File: config.mk
export PLATFORM = sky130hd
export DESIGN_NAME = key_sequence_escape_decoder_unit
export DESIGN_NICKNAME = d
export VERILOG_FILES = /design/src/sv/kse_pkg.sv /design/src/sv/kse_decode.sv /design/src/sv/kse_outq.sv /design/src/sv/key_sequence_escape_decoder_unit.sv
export SDC_FILE = /design/constraint.sdc
export NUM_CORES = 1
export LEC_CHECK = 0
export BUFFER_PORTS_ARGS = -buffer_cell sky130_fd_sc_hd__buf_2
export CORE_ASPECT_RATIO = 0.9
export CORE_MARGIN = 3
export CORE_UTILIZATION = 40
export DETAILED_ROUTE_END_ITERATION = 8
export HOLD_SLACK_MARGIN = 0.02
export MAX_ROUTING_LAYER = met4
export PLACE_DENSITY = 0.63
export SYNTH_ARGS = -nofsm -noshare
export SYNTH_HDL_FRONTEND = slang
export SYNTH_HIERARCHICAL = 1
export SYNTH_SLANG_ARGS = --single-unit
File: constraint.sdc
create_clock -name clk -period 7.7 [get_ports clk]
set_input_delay 0 -clock clk [delete_from_list [all_inputs] [get_ports clk]]
set_output_delay 0 -clock clk [all_outputs]
set_load 0.01 [all_outputs]
File: src/sv/kse_pkg.sv
`timescale 1ns / 1ps
`default_nettype none
package kse_pkg;

  localparam int KEY_W  = 9;
  localparam int BYTE_W = 8;

  // Output queue geometry: two slots must be free before a request is decoded.
  localparam int QDEPTH = 4;
  localparam int QPTR_W = $clog2(QDEPTH);
  localparam int QCNT_W = $clog2(QDEPTH + 1);

  // Escape syntax characters.
  localparam logic [BYTE_W-1:0] CH_BSLASH = 8'h5c;
  localparam logic [BYTE_W-1:0] CH_DASH   = 8'h2d;
  localparam logic [BYTE_W-1:0] CH_QMARK  = 8'h3f;
  localparam logic [BYTE_W-1:0] CH_UC     = 8'h43;
  localparam logic [BYTE_W-1:0] CH_LC     = 8'h63;
  localparam logic [BYTE_W-1:0] CH_UM     = 8'h4d;
  localparam logic [BYTE_W-1:0] CH_LM     = 8'h6d;
  localparam logic [BYTE_W-1:0] CH_X      = 8'h78;
  localparam logic [BYTE_W-1:0] CH_E      = 8'h65;
  localparam logic [BYTE_W-1:0] CH_N      = 8'h6e;
  localparam logic [BYTE_W-1:0] CH_R      = 8'h72;
  localparam logic [BYTE_W-1:0] CH_T      = 8'h74;
  localparam logic [BYTE_W-1:0] CH_A      = 8'h61;
  localparam logic [BYTE_W-1:0] CH_B      = 8'h62;
  localparam logic [BYTE_W-1:0] CH_F      = 8'h66;
  localparam logic [BYTE_W-1:0] CH_V      = 8'h76;
  localparam logic [BYTE_W-1:0] CH_0      = 8'h30;
  localparam logic [BYTE_W-1:0] CH_7      = 8'h37;
  localparam logic [BYTE_W-1:0] CH_9      = 8'h39;
  localparam logic [BYTE_W-1:0] CH_LA     = 8'h61;
  localparam logic [BYTE_W-1:0] CH_LF     = 8'h66;
  localparam logic [BYTE_W-1:0] CH_UA     = 8'h41;
  localparam logic [BYTE_W-1:0] CH_UF     = 8'h46;

  // Key codes produced by escapes.
  localparam logic [KEY_W-1:0] KEY_ESC = 9'h01b;
  localparam logic [KEY_W-1:0] KEY_DEL = 9'h07f;
  localparam logic [KEY_W-1:0] KEY_NL  = 9'h00a;
  localparam logic [KEY_W-1:0] KEY_CR  = 9'h00d;
  localparam logic [KEY_W-1:0] KEY_TAB = 9'h009;
  localparam logic [KEY_W-1:0] KEY_BEL = 9'h007;
  localparam logic [KEY_W-1:0] KEY_BS  = 9'h008;
  localparam logic [KEY_W-1:0] KEY_FF  = 9'h00c;
  localparam logic [KEY_W-1:0] KEY_VT  = 9'h00b;
  localparam logic [BYTE_W-1:0] CTRL_MASK = 8'h1f;

  typedef struct packed {
    logic [KEY_W-1:0] key_code;
    logic             code_valid;
    logic             seq_end;
    logic             last;
  } kse_res_t;

  typedef struct packed {
    logic [1:0] n;
    kse_res_t   r0;
    kse_res_t   r1;
  } kse_pair_t;

endpackage
`default_nettype wire

File: src/sv/kse_decode.sv
`timescale 1ns / 1ps
`default_nettype none
module kse_decode (
  input  wire logic                      clk,
  input  wire logic                      rst_n,
  input  wire logic                      step,
  input  wire logic                      action,
  input  wire logic [kse_pkg::BYTE_W-1:0] char_byte,
  output kse_pkg::kse_pair_t             pair
);
  import kse_pkg::*;

  typedef enum logic [2:0] {
    M_NORMAL = 3'd0,
    M_BSLASH = 3'd1,
    M_CSEEN  = 3'd2,
    M_CTRL   = 3'd3,
    M_MSEEN  = 3'd4,
    M_HEX    = 3'd5,
    M_OCT    = 3'd6
  } mode_t;

  mode_t             mode_r, mode_nxt;
  logic              upper_c_r, upper_c_nxt;
  logic [1:0]        dcount_r, dcount_nxt;
  logic [KEY_W-1:0]  dvalue_r, dvalue_nxt;

  logic              hex_ok, oct_ok, is_dash, is_bslash;
  logic [3:0]        hex_d;
  logic [KEY_W-1:0]  hex_acc, oct_acc, cseen_code, ctrl_code, byte_code;
  logic [1:0]        dcount_inc;

  logic              lead_v, lead_cv, lead_end, do_plain, tail_v;
  logic [KEY_W-1:0]  lead_code;
  kse_res_t          lead, tail;

  assign is_dash    = (char_byte == CH_DASH);
  assign is_bslash  = (char_byte == CH_BSLASH);
  assign byte_code  = KEY_W'(char_byte);
  assign cseen_code = upper_c_r ? KEY_W'(CH_UC) : KEY_W'(CH_LC);
  // Upper-casing only clears bit 5, which the 5-bit mask drops anyway.
  assign ctrl_code  = (char_byte == CH_QMARK) ? KEY_DEL : KEY_W'(char_byte & CTRL_MASK);
  assign oct_ok     = (char_byte >= CH_0) && (char_byte <= CH_7);
  assign dcount_inc = dcount_r + 2'd1;
  assign hex_acc    = {dvalue_r[4:0], hex_d};
  assign oct_acc    = {dvalue_r[5:0], char_byte[2:0]};

  always_comb begin
    hex_ok = 1'b1;
    hex_d  = 4'd0;
    if ((char_byte >= CH_0) && (char_byte <= CH_9)) begin
      hex_d = 4'(char_byte - CH_0);
    end else if ((char_byte >= CH_LA) && (char_byte <= CH_LF)) begin
      hex_d = 4'(char_byte - CH_LA + 8'd10);
    end else if ((char_byte >= CH_UA) && (char_byte <= CH_UF)) begin
      hex_d = 4'(char_byte - CH_UA + 8'd10);
    end else begin
      hex_ok = 1'b0;
    end
  end

  always_comb begin
    mode_nxt    = mode_r;
    upper_c_nxt = upper_c_r;
    dcount_nxt  = dcount_r;
    dvalue_nxt  = dvalue_r;
    lead_v      = 1'b0;
    lead_cv     = 1'b1;
    lead_end    = 1'b0;
    lead_code   = '0;
    do_plain    = 1'b0;

    if (action) begin
      lead_v   = 1'b1;
      lead_end = 1'b1;
      unique case (mode_r)
        M_CSEEN:      lead_code = cseen_code;
        M_HEX, M_OCT: lead_code = dvalue_r;
        default: begin
          lead_cv = 1'b0;
        end
      endcase
      mode_nxt    = M_NORMAL;
      upper_c_nxt = 1'b0;
      dcount_nxt  = '0;
      dvalue_nxt  = '0;
    end else begin
      unique case (mode_r)
        M_BSLASH: begin
          mode_nxt = M_NORMAL;
          unique case (char_byte) inside
            CH_UC, CH_LC: begin
              upper_c_nxt = (char_byte == CH_UC);
              mode_nxt    = M_CSEEN;
            end
            CH_UM, CH_LM: mode_nxt = M_MSEEN;
            CH_E: begin lead_v = 1'b1; lead_code = KEY_ESC; end
            CH_N: begin lead_v = 1'b1; lead_code = KEY_NL;  end
            CH_R: begin lead_v = 1'b1; lead_code = KEY_CR;  end
            CH_T: begin lead_v = 1'b1; lead_code = KEY_TAB; end
            CH_A: begin lead_v = 1'b1; lead_code = KEY_BEL; end
            CH_B: begin lead_v = 1'b1; lead_code = KEY_BS;  end
            CH_F: begin lead_v = 1'b1; lead_code = KEY_FF;  end
            CH_V: begin lead_v = 1'b1; lead_code = KEY_VT;  end
            CH_X: begin
              dcount_nxt = '0;
              dvalue_nxt = '0;
              mode_nxt   = M_HEX;
            end
            [CH_0:CH_7]: begin
              dcount_nxt = 2'd1;
              dvalue_nxt = KEY_W'(char_byte[2:0]);
              mode_nxt   = M_OCT;
            end
            default: begin
              lead_v    = 1'b1;
              lead_code = byte_code;
            end
          endcase
        end
        M_CSEEN: begin
          if (is_dash) begin
            mode_nxt = M_CTRL;
          end else begin
            lead_v    = 1'b1;
            lead_code = cseen_code;
            do_plain  = 1'b1;
          end
        end
        M_CTRL: begin
          lead_v    = 1'b1;
          lead_code = ctrl_code;
          mode_nxt  = M_NORMAL;
        end
        M_MSEEN: begin
          if (is_dash) begin
            lead_v    = 1'b1;
            lead_code = KEY_ESC;
            mode_nxt  = M_NORMAL;
          end else begin
            do_plain = 1'b1;
          end
        end
        M_HEX: begin
          if (hex_ok) begin
            dvalue_nxt = hex_acc;
            dcount_nxt = dcount_inc;
            if (dcount_inc >= 2'd2) begin
              lead_v    = 1'b1;
              lead_code = hex_acc;
              mode_nxt  = M_NORMAL;
            end
          end else begin
            lead_v    = 1'b1;
            lead_code = dvalue_r;
            do_plain  = 1'b1;
          end
        end
        M_OCT: begin
          if (oct_ok) begin
            dvalue_nxt = oct_acc;
            dcount_nxt = dcount_inc;
            if (dcount_inc >= 2'd3) begin
              lead_v    = 1'b1;
              lead_code = oct_acc;
              mode_nxt  = M_NORMAL;
            end
          end else begin
            lead_v    = 1'b1;
            lead_code = dvalue_r;
            do_plain  = 1'b1;
          end
        end
        default: do_plain = 1'b1;
      endcase
    end

    // Plain byte handling: a backslash opens an escape, anything else passes.
    tail_v = do_plain && !is_bslash;
    if (do_plain) begin
      mode_nxt = is_bslash ? M_BSLASH : M_NORMAL;
    end
  end

  always_comb begin
    lead = '{key_code: lead_code, code_valid: lead_cv, seq_end: lead_end, last: 1'b0};
    tail = '{key_code: byte_code, code_valid: 1'b1, seq_end: 1'b0, last: 1'b0};
    pair.n  = {1'b0, lead_v} + {1'b0, tail_v};
    pair.r0 = lead_v ? lead : tail;
    pair.r1 = tail;
    pair.r0.last = (pair.n == 2'd1);
    pair.r1.last = (pair.n == 2'd2);
  end

  always_ff @(posedge clk) begin
    if (!rst_n) begin
      mode_r    <= M_NORMAL;
      upper_c_r <= 1'b0;
      dcount_r  <= '0;
      dvalue_r  <= '0;
    end else if (step) begin
      mode_r    <= mode_nxt;
      upper_c_r <= upper_c_nxt;
      dcount_r  <= dcount_nxt;
      dvalue_r  <= dvalue_nxt;
    end
  end

  a_end_clears: assert property (@(posedge clk) disable iff (!rst_n)
    (step && action) |=> (mode_r == M_NORMAL && dcount_r == 2'd0 && dvalue_r == '0))
    else $error("end request did not return the decoder to idle");

  a_two_results: assert property (@(posedge clk) disable iff (!rst_n)
    (pair.n == 2'd2) |-> (!action && (mode_r == M_CSEEN || mode_r == M_HEX
                                      || mode_r == M_OCT)))
    else $error("two results from a mode that cannot flush");

endmodule
`default_nettype wire

File: src/sv/kse_outq.sv
`timescale 1ns / 1ps
`default_nettype none
module kse_outq (
  input  wire logic               clk,
  input  wire logic               rst_n,
  input  wire logic               push,
  input  wire kse_pkg::kse_pair_t pair,
  output logic                    room,
  output logic                    out_valid,
  input  wire logic               out_stall,
  output kse_pkg::kse_res_t       head
);
  import kse_pkg::*;

  kse_res_t             q_r [QDEPTH];
  logic [QPTR_W-1:0]    wr_ptr_r, wr_ptr_nxt, rd_ptr_r, rd_ptr_nxt, wr_ptr_p1;
  logic [QCNT_W-1:0]    cnt_r, cnt_nxt, push_n;
  logic                 pop;

  assign room      = (cnt_r <= QCNT_W'(QDEPTH - 2));
  assign out_valid = (cnt_r != '0);
  assign head      = q_r[rd_ptr_r];
  assign pop       = out_valid && !out_stall;
  assign push_n    = push ? QCNT_W'(pair.n) : '0;
  assign wr_ptr_p1 = QPTR_W'(wr_ptr_r + 1'b1);

  always_comb begin
    cnt_nxt    = QCNT_W'(cnt_r + push_n - QCNT_W'(pop));
    wr_ptr_nxt = QPTR_W'(wr_ptr_r + push_n[QPTR_W-1:0]);
    rd_ptr_nxt = QPTR_W'(rd_ptr_r + QPTR_W'(pop));
  end

  always_ff @(posedge clk) begin
    if (!rst_n) begin
      cnt_r    <= '0;
      wr_ptr_r <= '0;
      rd_ptr_r <= '0;
    end else begin
      cnt_r    <= cnt_nxt;
      wr_ptr_r <= wr_ptr_nxt;
      rd_ptr_r <= rd_ptr_nxt;
    end
  end

  always_ff @(posedge clk) begin
    if (push && pair.n != 2'd0) begin
      q_r[wr_ptr_r] <= pair.r0;
    end
    if (push && pair.n == 2'd2) begin
      q_r[wr_ptr_p1] <= pair.r1;
    end
  end

  a_no_overflow: assert property (@(posedge clk) disable iff (!rst_n)
    push |-> room)
    else $error("results pushed without two free slots");

  a_ptr_track: assert property (@(posedge clk) disable iff (!rst_n)
    wr_ptr_r == QPTR_W'(rd_ptr_r + cnt_r[QPTR_W-1:0]))
    else $error("queue pointers disagree with fill count");

  a_cnt_bound: assert property (@(posedge clk) disable iff (!rst_n)
    cnt_r <= QCNT_W'(QDEPTH))
    else $error("queue fill count beyond depth");

endmodule
`default_nettype wire

File: src/sv/key_sequence_escape_decoder_unit.sv
`timescale 1ns / 1ps
`default_nettype none
// Flow: an accepted request is held in the input register, then decoded and queued
//   once the result queue has two free slots; its first result then shows on out_.
// Throughput: one request per cycle while the queue has room; a request that flushes
//   a pending escape can give two results, and the single-result output port then sets the pace.
// Reset: synchronous, active low; clears the escape state, input valid flag and queue count and pointers.
module key_sequence_escape_decoder_unit (
  input  wire logic                        clk,
  input  wire logic                        rst_n,
  input  wire logic                        in_valid,
  output logic                             in_stall,
  input  wire logic                        in_action,
  input  wire logic [kse_pkg::BYTE_W-1:0]  in_char_byte,
  output logic                             out_valid,
  input  wire logic                        out_stall,
  output logic [kse_pkg::KEY_W-1:0]        out_key_code,
  output logic                             out_code_valid,
  output logic                             out_seq_end,
  output logic                             out_last
);
  import kse_pkg::*;

  // Input register: holds one request until the queue can take its results.
  logic                 in_vld_r, in_vld_nxt;
  logic                 in_action_r;
  logic [BYTE_W-1:0]    in_byte_r;
  logic                 room, adv;
  kse_pair_t            pair;
  kse_res_t             head;

  // Advance the held request into the decoder and queue once two slots are free.
  assign adv      = in_vld_r && room;
  assign in_stall = in_vld_r && !room;

  always_comb begin
    in_vld_nxt = in_vld_r;
    if (!in_stall) begin
      in_vld_nxt = in_valid;
    end
  end

  always_ff @(posedge clk) begin
    if (!rst_n) begin
      in_vld_r <= 1'b0;
    end else begin
      in_vld_r <= in_vld_nxt;
    end
  end

  // Payload needs no reset; load only on an accepted request.
  always_ff @(posedge clk) begin
    if (in_valid && !in_stall) begin
      in_action_r <= in_action;
      in_byte_r   <= in_char_byte;
    end
  end

  // Escape state machine: decodes the held byte against the pending escape.
  kse_decode u_decode (
    .clk       (clk),
    .rst_n     (rst_n),
    .step      (adv),
    .action    (in_action_r),
    .char_byte (in_byte_r),
    .pair      (pair)
  );

  // Result queue: drains one result per cycle toward the consumer while out_stall is low.
  kse_outq u_outq (
    .clk       (clk),
    .rst_n     (rst_n),
    .push      (adv),
    .pair      (pair),
    .room      (room),
    .out_valid (out_valid),
    .out_stall (out_stall),
    .head      (head)
  );

  assign out_key_code   = head.key_code;
  assign out_code_valid = head.code_valid;
  assign out_seq_end    = head.seq_end;
  assign out_last       = head.last;

endmodule
`default_nettype wire
# After elaboration in Yosys (flattened, before gate mapping)
# Memory sizes are Yosys's and may differ from the RTL's. A register that Yosys moved wholly into a read port is not among the register bits.
# Cells that the tools add are included.
dict set report totals {
  register_bits 32
  latch_bits 0
  ramBits 48
  mem_bits_ro 0
  out_inout_bits 14
  wordCells 162
  n_memories 1
}
# name depth word_bits rd rd_clocked_by_memory_dff write_ports line_no
set mem_list {}
lappend mem_list {u_outq.q_r 4 12 1 1 2 kse_outq.sv:15} ;# kse_res_t q_r [QDEPTH];
dict set report op_classes {
  n_addsub 12
  mul 0
  n_div 0
  n_lt_le_gt_ge 10
  n_eq_ne 33
  shifts 0
  muxes 65
  bitwise_logic 0
  n_reduce_logical 31
}
# operator n
set op_table {}
lappend op_table {{$eq 8x7->1 const B} 14}
lappend op_table {{$mux 9} 9}
lappend op_table {{$pmux 8 s9} 1}
lappend op_table {{$pmux 9 s6} 1}
lappend op_table {{$pmux 9 s2} 2}
lappend op_table {{$ne 4x2->1 const B} 7}
lappend op_table {{$pmux 9 s3} 1}
lappend op_table {{$mux 1} 25}
lappend op_table {{$mux 3} 8}
lappend op_table {{$pmux 3 s6} 1}
lappend op_table {{$eq 8x6->1 const B} 2}
lappend op_table {{$ge 8x7->1 const B} 2}
lappend op_table {{$le 8x6->1 const B} 2}
lappend op_table {{$le 8x7->1 const B} 2}
lappend op_table {{$mux 12} 1}
lappend op_table {{$mux 4} 3}
lappend op_table {{$pmux 3 s4} 1}
lappend op_table {{$sub 4x1->4 const B} 3}
lappend op_table {{$logic_and 1x1->1} 11}
lappend op_table {{$mux 2} 5}
lappend op_table {{$reduce_or 2->1} 5}
lappend op_table {{$eq 3x3->1 const B} 3}
lappend op_table {{$add 4x4->4 const B} 2}
lappend op_table {{$ge 8x6->1 const B} 1}
lappend op_table {{other kinds (30)} 39}

# Logic depth before layout (Yosys ltp)
# Gate-level depths: netlist (run 1).
dict set report logic_depth {
  ltp_word 14
  mapped_depth 19
}

# By module
# The synthesis (run 1) kept the hierarchy.
# module n_inst cells_each area_each_um2 seq_area_each_um2
set modules_own_cells {}
lappend modules_own_cells {kse_outq 1 172 2798.9 1581.5}
lappend modules_own_cells {kse_decode 1 350 2492.4 300.3}
lappend modules_own_cells {key_sequence_escape_decoder_unit 1 14 324.1 290.3}

# Least setup slack after synthesis (run 1)
# Ideal clock, no wire load.
dict set report synth_path {
  path_kind {register -> register}
  from {register in_byte_r[0]}
  to {register u_outq.cnt_r[2]}
  setup_time_ns 0.115
  arrival_time_ns 4.001
  t_required_ns 7.585
  path_slack_ns 3.585
  stages_incl_launch_ff 20
  path_buffers 2
  cell_sequence {edfxtp_1 clkbuf_1 inv_1 ha_1 or3b_1 o211ai_4 a31o_4 nor4_2 inv_2 ha_1 buf_4 and2_1 nor3_1 nand2b_1 ha_1 inv_1 fa_1 xor2_1 xnor2_1 and2_1}
}
# element line_no
set synth_rtl {}
lappend synth_rtl {{start: declaration} key_sequence_escape_decoder_unit.sv:27} ;# logic [BYTE_W-1:0] in_byte_r;
lappend synth_rtl {{start signal: assignment} key_sequence_escape_decoder_unit.sv:55} ;# in_byte_r <= in_char_byte;
lappend synth_rtl {{end signal: assignment} kse_outq.sv:39} ;# cnt_r <= cnt_nxt;
lappend synth_rtl {{end: declaration} kse_outq.sv:17} ;# logic [QCNT_W-1:0] cnt_r, cnt_nxt, push_n;

# Worst setup path in the final report (run 1)
dict set report layout_path {
  from {register in_byte_r[4]}
  to {register u_outq.cnt_r[2]}
}
dict set report layout_between {
  elab_chain_cells 13
  elab_cells_between_ends 39
  cone_classes {add/sub: 3; order compare: 7; eq/ne: 7; mux: 15; reduce/logical: 7}
}
# element line_no
set layout_lines {}
lappend layout_lines {{$ge 8x7->1 / $le 8x7->1 (equally long branches)} kse_decode.sv:55} ;# end else if ((char_byte >= CH_UA) && (char_byte <= CH_UF)) begin
lappend layout_lines {{$logic_and 1x1->1} kse_decode.sv:55}
lappend layout_lines {{$mux 1} kse_decode.sv:55}
lappend layout_lines {{$mux 1} kse_decode.sv:53} ;# end else if ((char_byte >= CH_LA) && (char_byte <= CH_LF)) begin
lappend layout_lines {{$mux 1} kse_decode.sv:51} ;# if ((char_byte >= CH_0) && (char_byte <= CH_9)) begin
lappend layout_lines {{$mux 1} kse_decode.sv:145} ;# if (hex_ok) begin
lappend layout_lines {{$pmux 1 s4} kse_decode.sv:88} ;# unique case (mode_r)
lappend layout_lines {{$mux 1} kse_decode.sv:73} ;# if (action) begin
lappend layout_lines {{$logic_and 1x1->1} kse_decode.sv:179} ;# tail_v = do_plain && !is_bslash;
lappend layout_lines {{$add 1x1->2 *} kse_decode.sv:188} ;# pair.n = {1'b0, lead_v} + {1'b0, tail_v};
lappend layout_lines {{$mux 2 *} kse_outq.sv:24} ;# assign push_n = push ? QCNT_W'(pair.n) : '0;
lappend layout_lines {{$add 3x3->3 *} kse_outq.sv:28} ;# cnt_nxt = QCNT_W'(cnt_r + push_n - QCNT_W'(pop));
lappend layout_lines {{$sub 3x1->3 *} kse_outq.sv:28}
# Mark *: on every way between the ends. The rest lies on a longest branch, timed or not.
# A chain may end at the register's enable or synchronous reset.

==> results of run 1 <==
synth_stat cells, types with 8 or more instances:
library cell,number,share of area [%]
edfxtp_1,57,30
mux2_2,39,7.8
nand2_1,33,2.2
dfxtp_1,23,8.2
a21oi_1,22,2.0
clkbuf_1,22,1.5
o21ai_0,22,2.0
nand3_1,21,1.9
nor2_1,21,1.4
buf_4,14,1.9
nand2b_1,14,1.6
inv_1,13,0.87
buf_2,12,1.1
mux4_2,12,4.8
nor3_1,12,1.1
and2_1,10,1.1
mux2_4,10,2.7
ha_1,9,2.0
a22oi_1,8,1.1
a31o_2,8,1.2
nor2b_1,8,0.89
kinds of logic (layout without fill, tap and decap cells):
group           after synthesis  in the layout  synth area share [%]
simple gates                169            169                  18.1
compound gates              140            140                  18.3
flops                        80             80                  38.7
buf+inv                      66             75                  5.75
mux                          64             64                  15.8
fa+ha+maj                    10             10                  2.36
xor+xnor                      5              5                 0.780
other cells                   2              3                 0.134
critical path: stages (launching register included):
cell and delay (ns):
edfxtp_1 0.79, nand4bb_1 0.43, o22ai_1 0.54, nor4b_2 0.15, nor4_2 0.43, inv_2 0.08, ha_1 0.44, and2_1 0.24
nor3_1 0.29, nand2b_1 0.16, ha_1 0.14, inv_1 0.05, fa_1 0.37, xor2_1 0.16, xnor2_1 0.12, and2_1 0.15
per-layer routing:
layer | wire length (um) | vias up | track usage (%)
met5 | 0 | - | -
met4 | 326 | 0 | 7.33
met3 | 1060 | 26 | 4.16
met2 | 7490 | 195 | 32.0
met1 | 7280 | 2271 | 31.1
li1 | - | 2072 | -
stage by stage:
stage	hold slack, ns	cell area, um2
after floorplan	0.0989	5620
after global placement	0.177	5780
after detailed placement	0.179	5780
after CTS	0.134	6200
after global routing	0.160	6200
final	0.140	6200
how the worst max path moves through the flow:
stage / start / end / slack [ns] / cells after the start
after floorplan: in_byte_r[0]$_DFFE_PP_ / u_outq/cnt_r[2]$_SDFF_PN0_ / 3.58 / 19
after global placement: in_byte_r[4]$_DFFE_PP_ / u_outq/cnt_r[2]$_SDFF_PN0_ / 3.25 / 15
after detailed placement: in_byte_r[4]$_DFFE_PP_ / u_outq/cnt_r[2]$_SDFF_PN0_ / 3.11 / 15
after CTS: in_byte_r[4]$_DFFE_PP_ / u_outq/cnt_r[2]$_SDFF_PN0_ / 3.09 / 15
after global routing: in_byte_r[4]$_DFFE_PP_ / u_outq/cnt_r[2]$_SDFF_PN0_ / 2.70 / 15
final: in_byte_r[4]$_DFFE_PP_ / u_outq/cnt_r[2]$_SDFF_PN0_ / 3.06 / 15
registers in the layout, indices dropped and copies added (netlist names):
signal	cells
u_decode/upper_c_r	1
in_vld_r	1
u_decode/dcount_r	2
u_decode/dvalue_r	9
in_action_r	1
u_outq/rd_ptr_r	2
u_outq/cnt_r	3
u_outq/wr_ptr_r	2
u_outq/q_r	48
u_decode/mode_r	3
in_byte_r	8
timing repair:
item | CTS | global route
endpoints found under the hold margin | 11 | 0
endpoints found under the setup margin | 0 | 0
setup buffers | 0 | 0
hold buffers | 11 | 0
layout make-up:
class                   count  area (um2)  share of cell area (%)
clock buffers               9         225                    3.63
inverters                  14        52.6                   0.848
clock inverters             7        85.1                    1.37
multi-input cells         391        3120                    50.4
repair buffers             45         300                    4.85
well taps                 189         236                    3.82
flip-flops and latches     80        2170                    35.1
power groups by stage:
stage                     combinational (W)  sequential, W  clock, W
final                              0.000269       0.000542  0.000451
after global routing               0.000295       0.000549  0.000480
after CTS                          0.000271       0.000543  0.000461
after detailed placement           0.000264       0.000552         0
after global placement             0.000264       0.000551         0
after floorplan                    0.000224       0.000518         0
==> results.md, run 1 <==
- Status: finished clean
- Slack of the worst reg-to-reg path: 3.06 ns
- Initial DRC count: 446
- P_int: 0.000885 W
- Worst Slack Setup Final: 3.06 ns
- Fmax: 0.215 GHz
- Min-Delay Startpoint: rst_n
- CP Data Required Time: 7.94 ns
- Max-Cap Viols: 0
- Std-Cell Rows: 40
- Post-DP HPWL: 11300 um
- Die H: 118 um
- Ys Warns: 6
- Peak supply drop: 0.000179 V
- Die Footprint: 0.0155 mm2
- Clock Power Share: 35.8%
- Post-synth EDFFs: 57
- Pins Over Slew Limit: 0
- Sw frac: 29.9%
- Ys async rst share: 0%
- Cell area power density: 204 mW/mm2
- Initial antenna violation count: 0
- DP Cell Count: 708
- Syn Std Cell Area: 0.00562 mm2
- DIE WIDTH: 131 um
- Hold Path End: in_vld_r$_SDFFE_PN0N_
- Hold-critical path depth: 3
- GPL Wtd Cong: 0.988
- Post-layout util: 45.7%
- Reg-to-reg endpoint: u_outq/cnt_r[2]$_SDFF_PN0_
- Clk slew on worst S/H paths: 0.06 ns
- Final setup viols: 0
- LEAKAGE: 2.12 nW
- WS Path Type: register to register
- Largest net degree at the start of global routing: 31
- Worst setup SP type: register
- Skew final: 0.0135 ns
- RSZ-0062 raised after global routing: no
- IO Count: 27
- DR DRC count: 0
- CTS tree: done
- Post-place setup slack: 3.11 ns
- Clock latency on the worst-skew pair: 0.35 ns
- Gate power share: 21.3%
- Drt total wl: 16200 um
- TritonRoute pass-1 iters: 7
- Hold Path Class: input pin to register
- CTS Buffer Depth: 2
- Most common cell after layout, fill and taps aside: edfxtp_1
- Final Hold Viols: 0
- Reg2Reg Depth: 15
- Fin cells: 735
- RR Startpoint: in_byte_r[4]$_DFFE_PP_
- Clock sink total: 80
- Syn_area_per_cell: 10.5 um2
- PostCTS Resize Cnt: 0
- Period Utilization, post-route: 60.3%
- Root Buffer: clkbuf_16
- Total track usage: 22.1%
- Flop pwr share: 42.9%
- Core area: 0.0136 mm2
- Via count: 4564
- Grt ovf: 0
- Sw power: 0.000378 W
- Worst Max-Slew Pin Slew: 0.993 ns
- Headroom to the max-slew limit: 33.7%
- Port bufs: 26
- Arrival @ worst endpoint: 4.89 ns
- Fraction of layout cells with a size suffix above 1: 25.3%
- Final TNS setup: 0 ns
- Minimum clock period: 4.64 ns
- First-pass GRT wire length: 25400 um
- Critical path peak fanout: 21
- Total power: 0.00126 W
- Register area share after synthesis: 38.7%
- Yosys cell types: 90
- DR vias/cell: 6.21
- Filler cells: 1267
- Top FF cell, synth: edfxtp_1
- Ant diodes: 0
- Leading cell types in the layout, fill and taps excluded: edfxtp_1 (57), mux2_2 (39), nand2_1 (33), buf_2 (26), dfxtp_1 (23)
- Number of synthesized register bits: 80
- Synthesized instance count: 536
- H-tree levels: 3
- Vias in the first global route: 4434
- Drt wl/cell: 22.0 um
- CP endpoint kind: register
- Num CTS Buffers: 9
- P&R area growth vs syn: 10.3%
- Effective utilization at floorplan: 41.4%
- Nets@finish: 564
- Antenna viol nets, final: 0
(Power assumes the default switching activity.)
==> run 2, diff against run 1 <==
--- a/config.mk
+++ b/config.mk
@@ -12,7 +12,7 @@
 export DETAILED_ROUTE_END_ITERATION = 8
 export HOLD_SLACK_MARGIN = 0.02
 export MAX_ROUTING_LAYER = met4
-export PLACE_DENSITY = 0.63
+export PLACE_DENSITY = 0.65
 export SYNTH_ARGS = -nofsm -noshare
 export SYNTH_HDL_FRONTEND = slang
 export SYNTH_HIERARCHICAL = 1
==> constraint.sdc (replaced) <==
create_clock -name clk -period 3.88 [get_ports clk]
set_input_delay 0 -clock clk [delete_from_list [all_inputs] [get_ports clk]]
set_output_delay 0 -clock clk [all_outputs]
set_load 0.01 [all_outputs]
==> run 2 against run 1 <==
Effect of this change:
- clock power increased by 100%
- flip-flop and latch count unchanged
- sequential share of layout area decreased by 2.2 points
- register-to-register slack got worse by 2.9 ns
- cell area increased by 6.8%
- global-route usage increased by 1.1 points
- final cell count increased by 6.5%
- utilization increased by 3.1 points
- critical endpoint unchanged
==> results.md, run 2 (synthesis results as in run 1) <==
- Status: finished clean
- Period Utilization, post-route: 95.1%
- Post-DP HPWL: 12200 um
- Critical path peak fanout: 5
- Vias in the first global route: 4723
- Initial antenna violation count: 0
- Minimum clock period: 3.69 ns
- Hold Path Class: input pin to register
- Headroom to the max-slew limit: 36.5%
- Sequential cell area: 0.00217 mm2
- Skew final: 0.00979 ns
- CTS tree: done
- DP Cell Count: 752
- Via count: 4725
- Std-Cell Rows: 40
- CP Data Required Time: 4.12 ns
- Final TNS setup: 0 ns
- DR vias/cell: 6.03
- Final setup viols: 0
- Largest Register: u_outq/q_r
- Fin cells: 783
- Ant diodes: 0
- Max reg flops: 48
- Clock latency on the worst-skew pair: 0.35 ns
- Filler cells: 1213
- Final Hold Viols: 0
- First-pass GRT wire length: 26700 um
- Clk slew on worst S/H paths: 0.07 ns
- Die H: 118 um
- Drt wl/cell: 21.8 um
- Fmax: 0.271 GHz
- Fraction of layout cells with a size suffix above 1: 32.7%
- Core area: 0.0136 mm2
- Root Buffer: clkbuf_16
- Total track usage: 23.2%
- Antenna viol nets, final: 0
- Effective utilization at floorplan: 41.4%
- RSZ-0062 raised after global routing: no
- Leading cell types in the layout, fill and taps excluded: edfxtp_1 (57), buf_4 (54), mux2_2 (39), nand2_1 (33), buf_2 (26)
- DR DRC count: 0
- Nets@finish: 612
- LEAKAGE: 2.36 nW
- Worst Max-Slew Pin Slew: 0.951 ns
- TritonRoute pass-1 iters: 6
- Drt total wl: 17100 um
- Most common cell after layout, fill and taps aside: edfxtp_1
- Grt ovf: 0
- Area of the multi-input gates: 0.00317 mm2
- P&R area growth vs syn: 17.8%
- Biggest regs: u_outq/q_r x48, u_decode/dvalue_r x9, in_byte_r x8
- CTS Buffer Depth: 2
- Cell area power density: 393 mW/mm2
- Worst setup SP type: register
- GPL Wtd Cong: 0.995
- H-tree levels: 3
- Max-Cap Viols: 0
- CP endpoint kind: register
- Die Footprint: 0.0155 mm2
- Initial DRC count: 511
- Port bufs: 26
- Pins Over Slew Limit: 0
- WS Path Type: register to register
- Slack of the worst reg-to-reg path: 0.19 ns
- DIE WIDTH: 131 um
- Largest net degree at the start of global routing: 26
- Clock sink total: 80
- IO Count: 27
- Post-layout util: 48.8%
- Arrival @ worst endpoint: 3.93 ns
- Num CTS Buffers: 9
- Peak supply drop: 0.000240 V
-- run 2: cell types whose count changed in the layout (fill, tap and decap cells not counted), sizes merged --
cell	change
clkinv	-2
inv	-2
buf	+48
bufinv	+1
clkbuf	+2
clkinvlp	+1
-- run 2: final timing paths --
| kind | depth (start not counted) | endpoint | start |
|---|---|---|---|
| max | 16 | u_outq/cnt_r[2]$_SDFF_PN0_ | in_byte_r[0]$_DFFE_PP_ |
| min | 2 | in_vld_r$_SDFFE_PN0N_ | rst_n |
| max reg2reg | 16 | u_outq/cnt_r[2]$_SDFF_PN0_ | in_byte_r[0]$_DFFE_PP_ |
| min reg2reg | 2 | u_decode/dcount_r[1]$_SDFFE_PN0P_ | u_decode/dcount_r[1]$_SDFFE_PN0P_ |
-- run 2: metrics by stage --
step	power, W	hold WS (ns)	setup slack [ns]	instance area, um2
2_1_floorplan	0.00148	0.0989	0.000616	5640
3_3_place_gp	0.00165	0.178	0.231	6120
3_5_place_dp	0.00167	0.179	0.109	6120
4_1_cts	0.00260	0.185	0.101	6550
5_1_grt	0.00271	0.186	0.0215	6620
6_report	0.00260	0.169	0.188	6620
-- run 2: area by class of cell --
| cell class | count | area share [%] |
|---|---|---|
| Multi-Input combinational cell | 391 | 48.0 |
| Clock inverter | 5 | 1.23 |
| Timing Repair Buffer | 93 | 10.1 |
| Tap cell | 189 | 3.57 |
| Inverter | 14 | 0.794 |
| Sequential cell | 80 | 32.8 |
| Clock buffer | 11 | 3.52 |
-- run 2: metal layers --
metal  global-route usage (%)  share of wire, %  up-vias
met2                     34.4                45      236
met5                        -                 0        -
met1                     31.8                45     2282
met4                     7.90               3.2        0
li1                         -                 -     2162
met3                     4.34               6.8       45
-- run 2: power breakdown --
| part | switching, W | total, W | internal [W] |
|---|---|---|---|
| Combinational | 0.000316 | 0.000624 | 0.000308 |
| Sequential | 0.0000700 | 0.00105 | 0.000982 |
| Clock | 0.000356 | 0.000922 | 0.000565 |
-- run 2: timing repair --
item | in CTS | in global routing
buffers inserted | 0 | 4
endpoints found under the setup margin | 0 | 1
hold buffers | 11 | 0
hold endpoints to repair | 11 | 0
resized for setup | 0 | 11
-- run 2: worst max-delay path, stage by stage (launching register included) --
cell and delay, ns:
edfxtp_1 0.44, ha_2 0.22, and3b_2 0.25, and2_1 0.17, o21ai_0 0.39, o21ai_0 0.22, nor2_1 0.14, ha_1 0.25
and2_1 0.20, nor3_2 0.19, nand2b_1 0.13, ha_1 0.14, inv_1 0.05, fa_1 0.38, xor2_1 0.16, xnor2_1 0.12
and2_1 0.14
==> run 3, diff against run 2 <==
--- a/config.mk
+++ b/config.mk
@@ -15,5 +15,4 @@
 export PLACE_DENSITY = 0.65
 export SYNTH_ARGS = -nofsm -noshare
 export SYNTH_HDL_FRONTEND = slang
-export SYNTH_HIERARCHICAL = 1
 export SYNTH_SLANG_ARGS = --single-unit
==> run 3 against run 2 <==
Effect of this change:
- synthesized area fell by 4.7%
- first-iteration DRC count rose by 4.9%
- critical endpoint is now u_outq.cnt_r[2]$_SDFF_PN0_
- largest cell class unchanged
- cell area fell by 4.2%
- non-clock buffer count fell by 11
- via count rose by 5.7%
- clock power fell by 2%
- critical path depth fell by 3
- sequential power rose by 5%
==> results.md, run 3 <==
- Grt ovf: 0
- P&R area growth vs syn: 18.4%
- Crit path cell chain: nand4bb_1 > or2_1 > nand2_1 > buf_4 > nand2_2 > or2_1 > ha_1 > and3_1 > ha_1 > fa_1 > xnor2_1 > xnor2_1 > and2_1
- Gate power share: 26.0%
- Minimum clock period: 3.67 ns
- Clock Power Share: 33.4%
- Biggest regs: u_outq.q_r x48, u_decode.dvalue_r x9, in_byte_r x8
- DIE WIDTH: 128 um
- Synth area leaders: edfxtp_1 (25%), dfxtp_1 (13%), nand2_1 (6.2%)
- Hold Path Class: input pin to register
- Max reg flops: 48
- Synthesized instance count: 577
- Core area: 0.0129 mm2
- Peak supply drop: 0.000247 V
- Cell area power density: 427 mW/mm2
- Root Buffer: clkbuf_16
- Top-area cell type share of the netlist area: 25.2%
- LEAKAGE: 2.26 nW
- Syn Std Cell Area: 0.00535 mm2
- Syn_area_per_cell: 9.28 um2
- Port bufs: 26
- GPL Wtd Cong: 1.03
- Ant diodes: 0
- Yosys cell types: 76
- Final hold slack: 0.0394 ns
- Nets@finish: 660
- Final Hold Viols: 0
- Clk slew on worst S/H paths: 0.07 ns
- Flop pwr share: 40.6%
- Effective utilization at floorplan: 41.6%
- DR DRC count: 0
- Top FF cell, synth: edfxtp_1
- Most common cell in the netlist: nand2_1
- Register area share after synthesis: 38.3%
- Ys Warns: 0
- Post-layout util: 49.2%
- Period Utilization, post-route: 94.6%
- CTS tree: done
- Num CTS Buffers: 9
- Status: finished clean
- Worst setup SP type: register
- Met1 usage: 31.7%
- Std-Cell Rows: 39
- Drt total wl: 17400 um
- Arrival @ worst endpoint: 3.91 ns
- RSZ-0062 raised after global routing: no
- Sw power: 0.000859 W
- Pins Over Slew Limit: 0
- CP endpoint kind: register
- Ys async rst share: 0%
- Largest net degree at the start of global routing: 25
- Skew final: 0.0118 ns
- Headroom to the max-slew limit: 29.6%
- Clock sink total: 80
- Met3 usage: 6.73%
- Clock latency on the worst-skew pair: 0.36 ns
- Vias in the first global route: 4824
- Die H: 116 um
- Worst Max-Slew Pin Slew: 1.05 ns
- H-tree levels: 3
- Die Footprint: 0.0148 mm2
- Post-synth EDFFs: 45
- CTS Buffer Depth: 2
- CP Data Required Time: 4.12 ns
- Worst path bufs/invs: 1
- Cell taking the most area after synthesis: edfxtp_1
- P_int: 0.00185 W
- Leading cell types in the layout, fill and taps excluded: nand2_1 (89), edfxtp_1 (45), buf_4 (44), o21ai_0 (35), dfxtp_1 (35)
- WS Path Type: register to register
- Fmax: 0.272 GHz
- Final setup viols: 0
- IO Count: 27
- Most common cell after layout, fill and taps aside: nand2_1
- Filler cells: 1221
- Number of synthesized register bits: 80
- Post-synth net total: 604
- Post-DP HPWL: 13200 um
- Initial DRC count: 536
- Grt met2 use: 37.5%
- CP peak stage delay: 0.57 ns
- Largest delay share family, worst path: simple AND/OR/NAND/NOR gates
- Fraction of layout cells with a size suffix above 1: 20.1%
- Antenna viol nets, final: 0
- Gr busiest metal: met2
- Final TNS setup: 0 ns
- Total track usage: 24.9%
- First-pass GRT wire length: 27100 um
- Largest Register: u_outq.q_r
- Initial antenna violation count: 0
- TritonRoute pass-1 iters: 5
- Slowest stage cell on the critical path: edfxtp_1
- Sw frac: 31.8%
- DR vias/cell: 6.23
- Via count: 4995
- Max-Cap Viols: 0
- Drt wl/cell: 21.7 um
- Top cells by count, synth: nand2_1 (89), edfxtp_1 (45), dfxtp_1 (35), o21ai_0 (35), nor2_1 (27)
- Critical path peak fanout: 9
## run 3: changes by cell type after synthesis, sizes merged, moves of 6 or more
cell	change
nand2b	-10
edfxtp	-12
o31ai	+16
o2bb2ai	+8
nand3	-6
dfxtp	+12
buf	-15
mux2	-47
o21ai	+11
nand2	+57
a31o	-7
a22o	+7
inv	+6
and2	+12
## run 3: power by group through the flow
stage          registers [W]  clock network, W  logic (W)
3_5_place_dp         0.00112                 0   0.000694
6_report             0.00110          0.000904   0.000704
4_1_cts              0.00110          0.000924   0.000704
3_3_place_gp         0.00111                 0   0.000680
2_1_floorplan        0.00105                 0   0.000506
5_1_grt              0.00111          0.000967   0.000772
## run 3: kinds of logic after synthesis
group,after synthesis,share of synthesized area [%]
AND/OR/NAND/NOR,215,20.5
AO/OA/AOI/OAI,186,26.1
flip-flops,80,38.3
buffers and inverters,57,4.25
multiplexers,17,6.03
adder cells (fa/ha/maj),15,3.60
XOR/XNOR,7,1.15
## run 3: worst paths after layout
kind | startpoint | end | slack (ns) | depth (start not counted)
worst max-delay path | in_byte_r[7]$_DFFE_PP_ | u_outq.cnt_r[2]$_SDFF_PN0_ | 0.21 | 13
worst min-delay path | rst_n | in_vld_r$_SDFFE_PN0N_ | 0.04 | 2
worst max register to register | in_byte_r[7]$_DFFE_PP_ | u_outq.cnt_r[2]$_SDFF_PN0_ | 0.21 | 13
worst min register to register | u_outq.q_r[0][11]$_SDFFE_PP0P_ | u_outq.q_r[0][11]$_SDFFE_PP0P_ | 0.45 | 2
## run 3: final cells by class
type | count | area, um2 | area share [%]
clock inverters | 7 | 85.1 | 1.34
well taps | 164 | 205 | 3.24
clock buffers | 9 | 225 | 3.55
repair buffers | 82 | 601 | 9.47
flip-flops and latches | 80 | 2050 | 32.4
multi-input cells | 440 | 3100 | 48.8
inverters | 20 | 75.1 | 1.18
## run 3: routing by layer
layer | vias up | share of wire (%) | wire length [um]
met4 | 0 | 3.8 | 669
met5 | - | 0 | 0
li1 | 2303 | - | -
met1 | 2380 | 44 | 7570
met2 | 259 | 44 | 7700
met3 | 53 | 8.3 | 1440
## run 3: what timing repair did
action | 4_1_cts | 5_1_grt
hold buffers | 10 | 0
setup buffers | 0 | 0
gates resized for setup | 0 | 2
endpoints found under the hold margin | 10 | 0
endpoints found under the setup margin | 0 | 8
## run 3: metrics by stage
step                      cell area [um2]  setup WS [ns]  instances  power, W
after CTS                            6320          0.152        802   0.00273
after global routing                 6340         0.0245        802   0.00285
after detailed placement             5910          0.167        776   0.00181
after floorplan                      5360         0.0117        577   0.00156
final                                6340          0.209        802   0.00271
after global placement               5910          0.300        776   0.00179
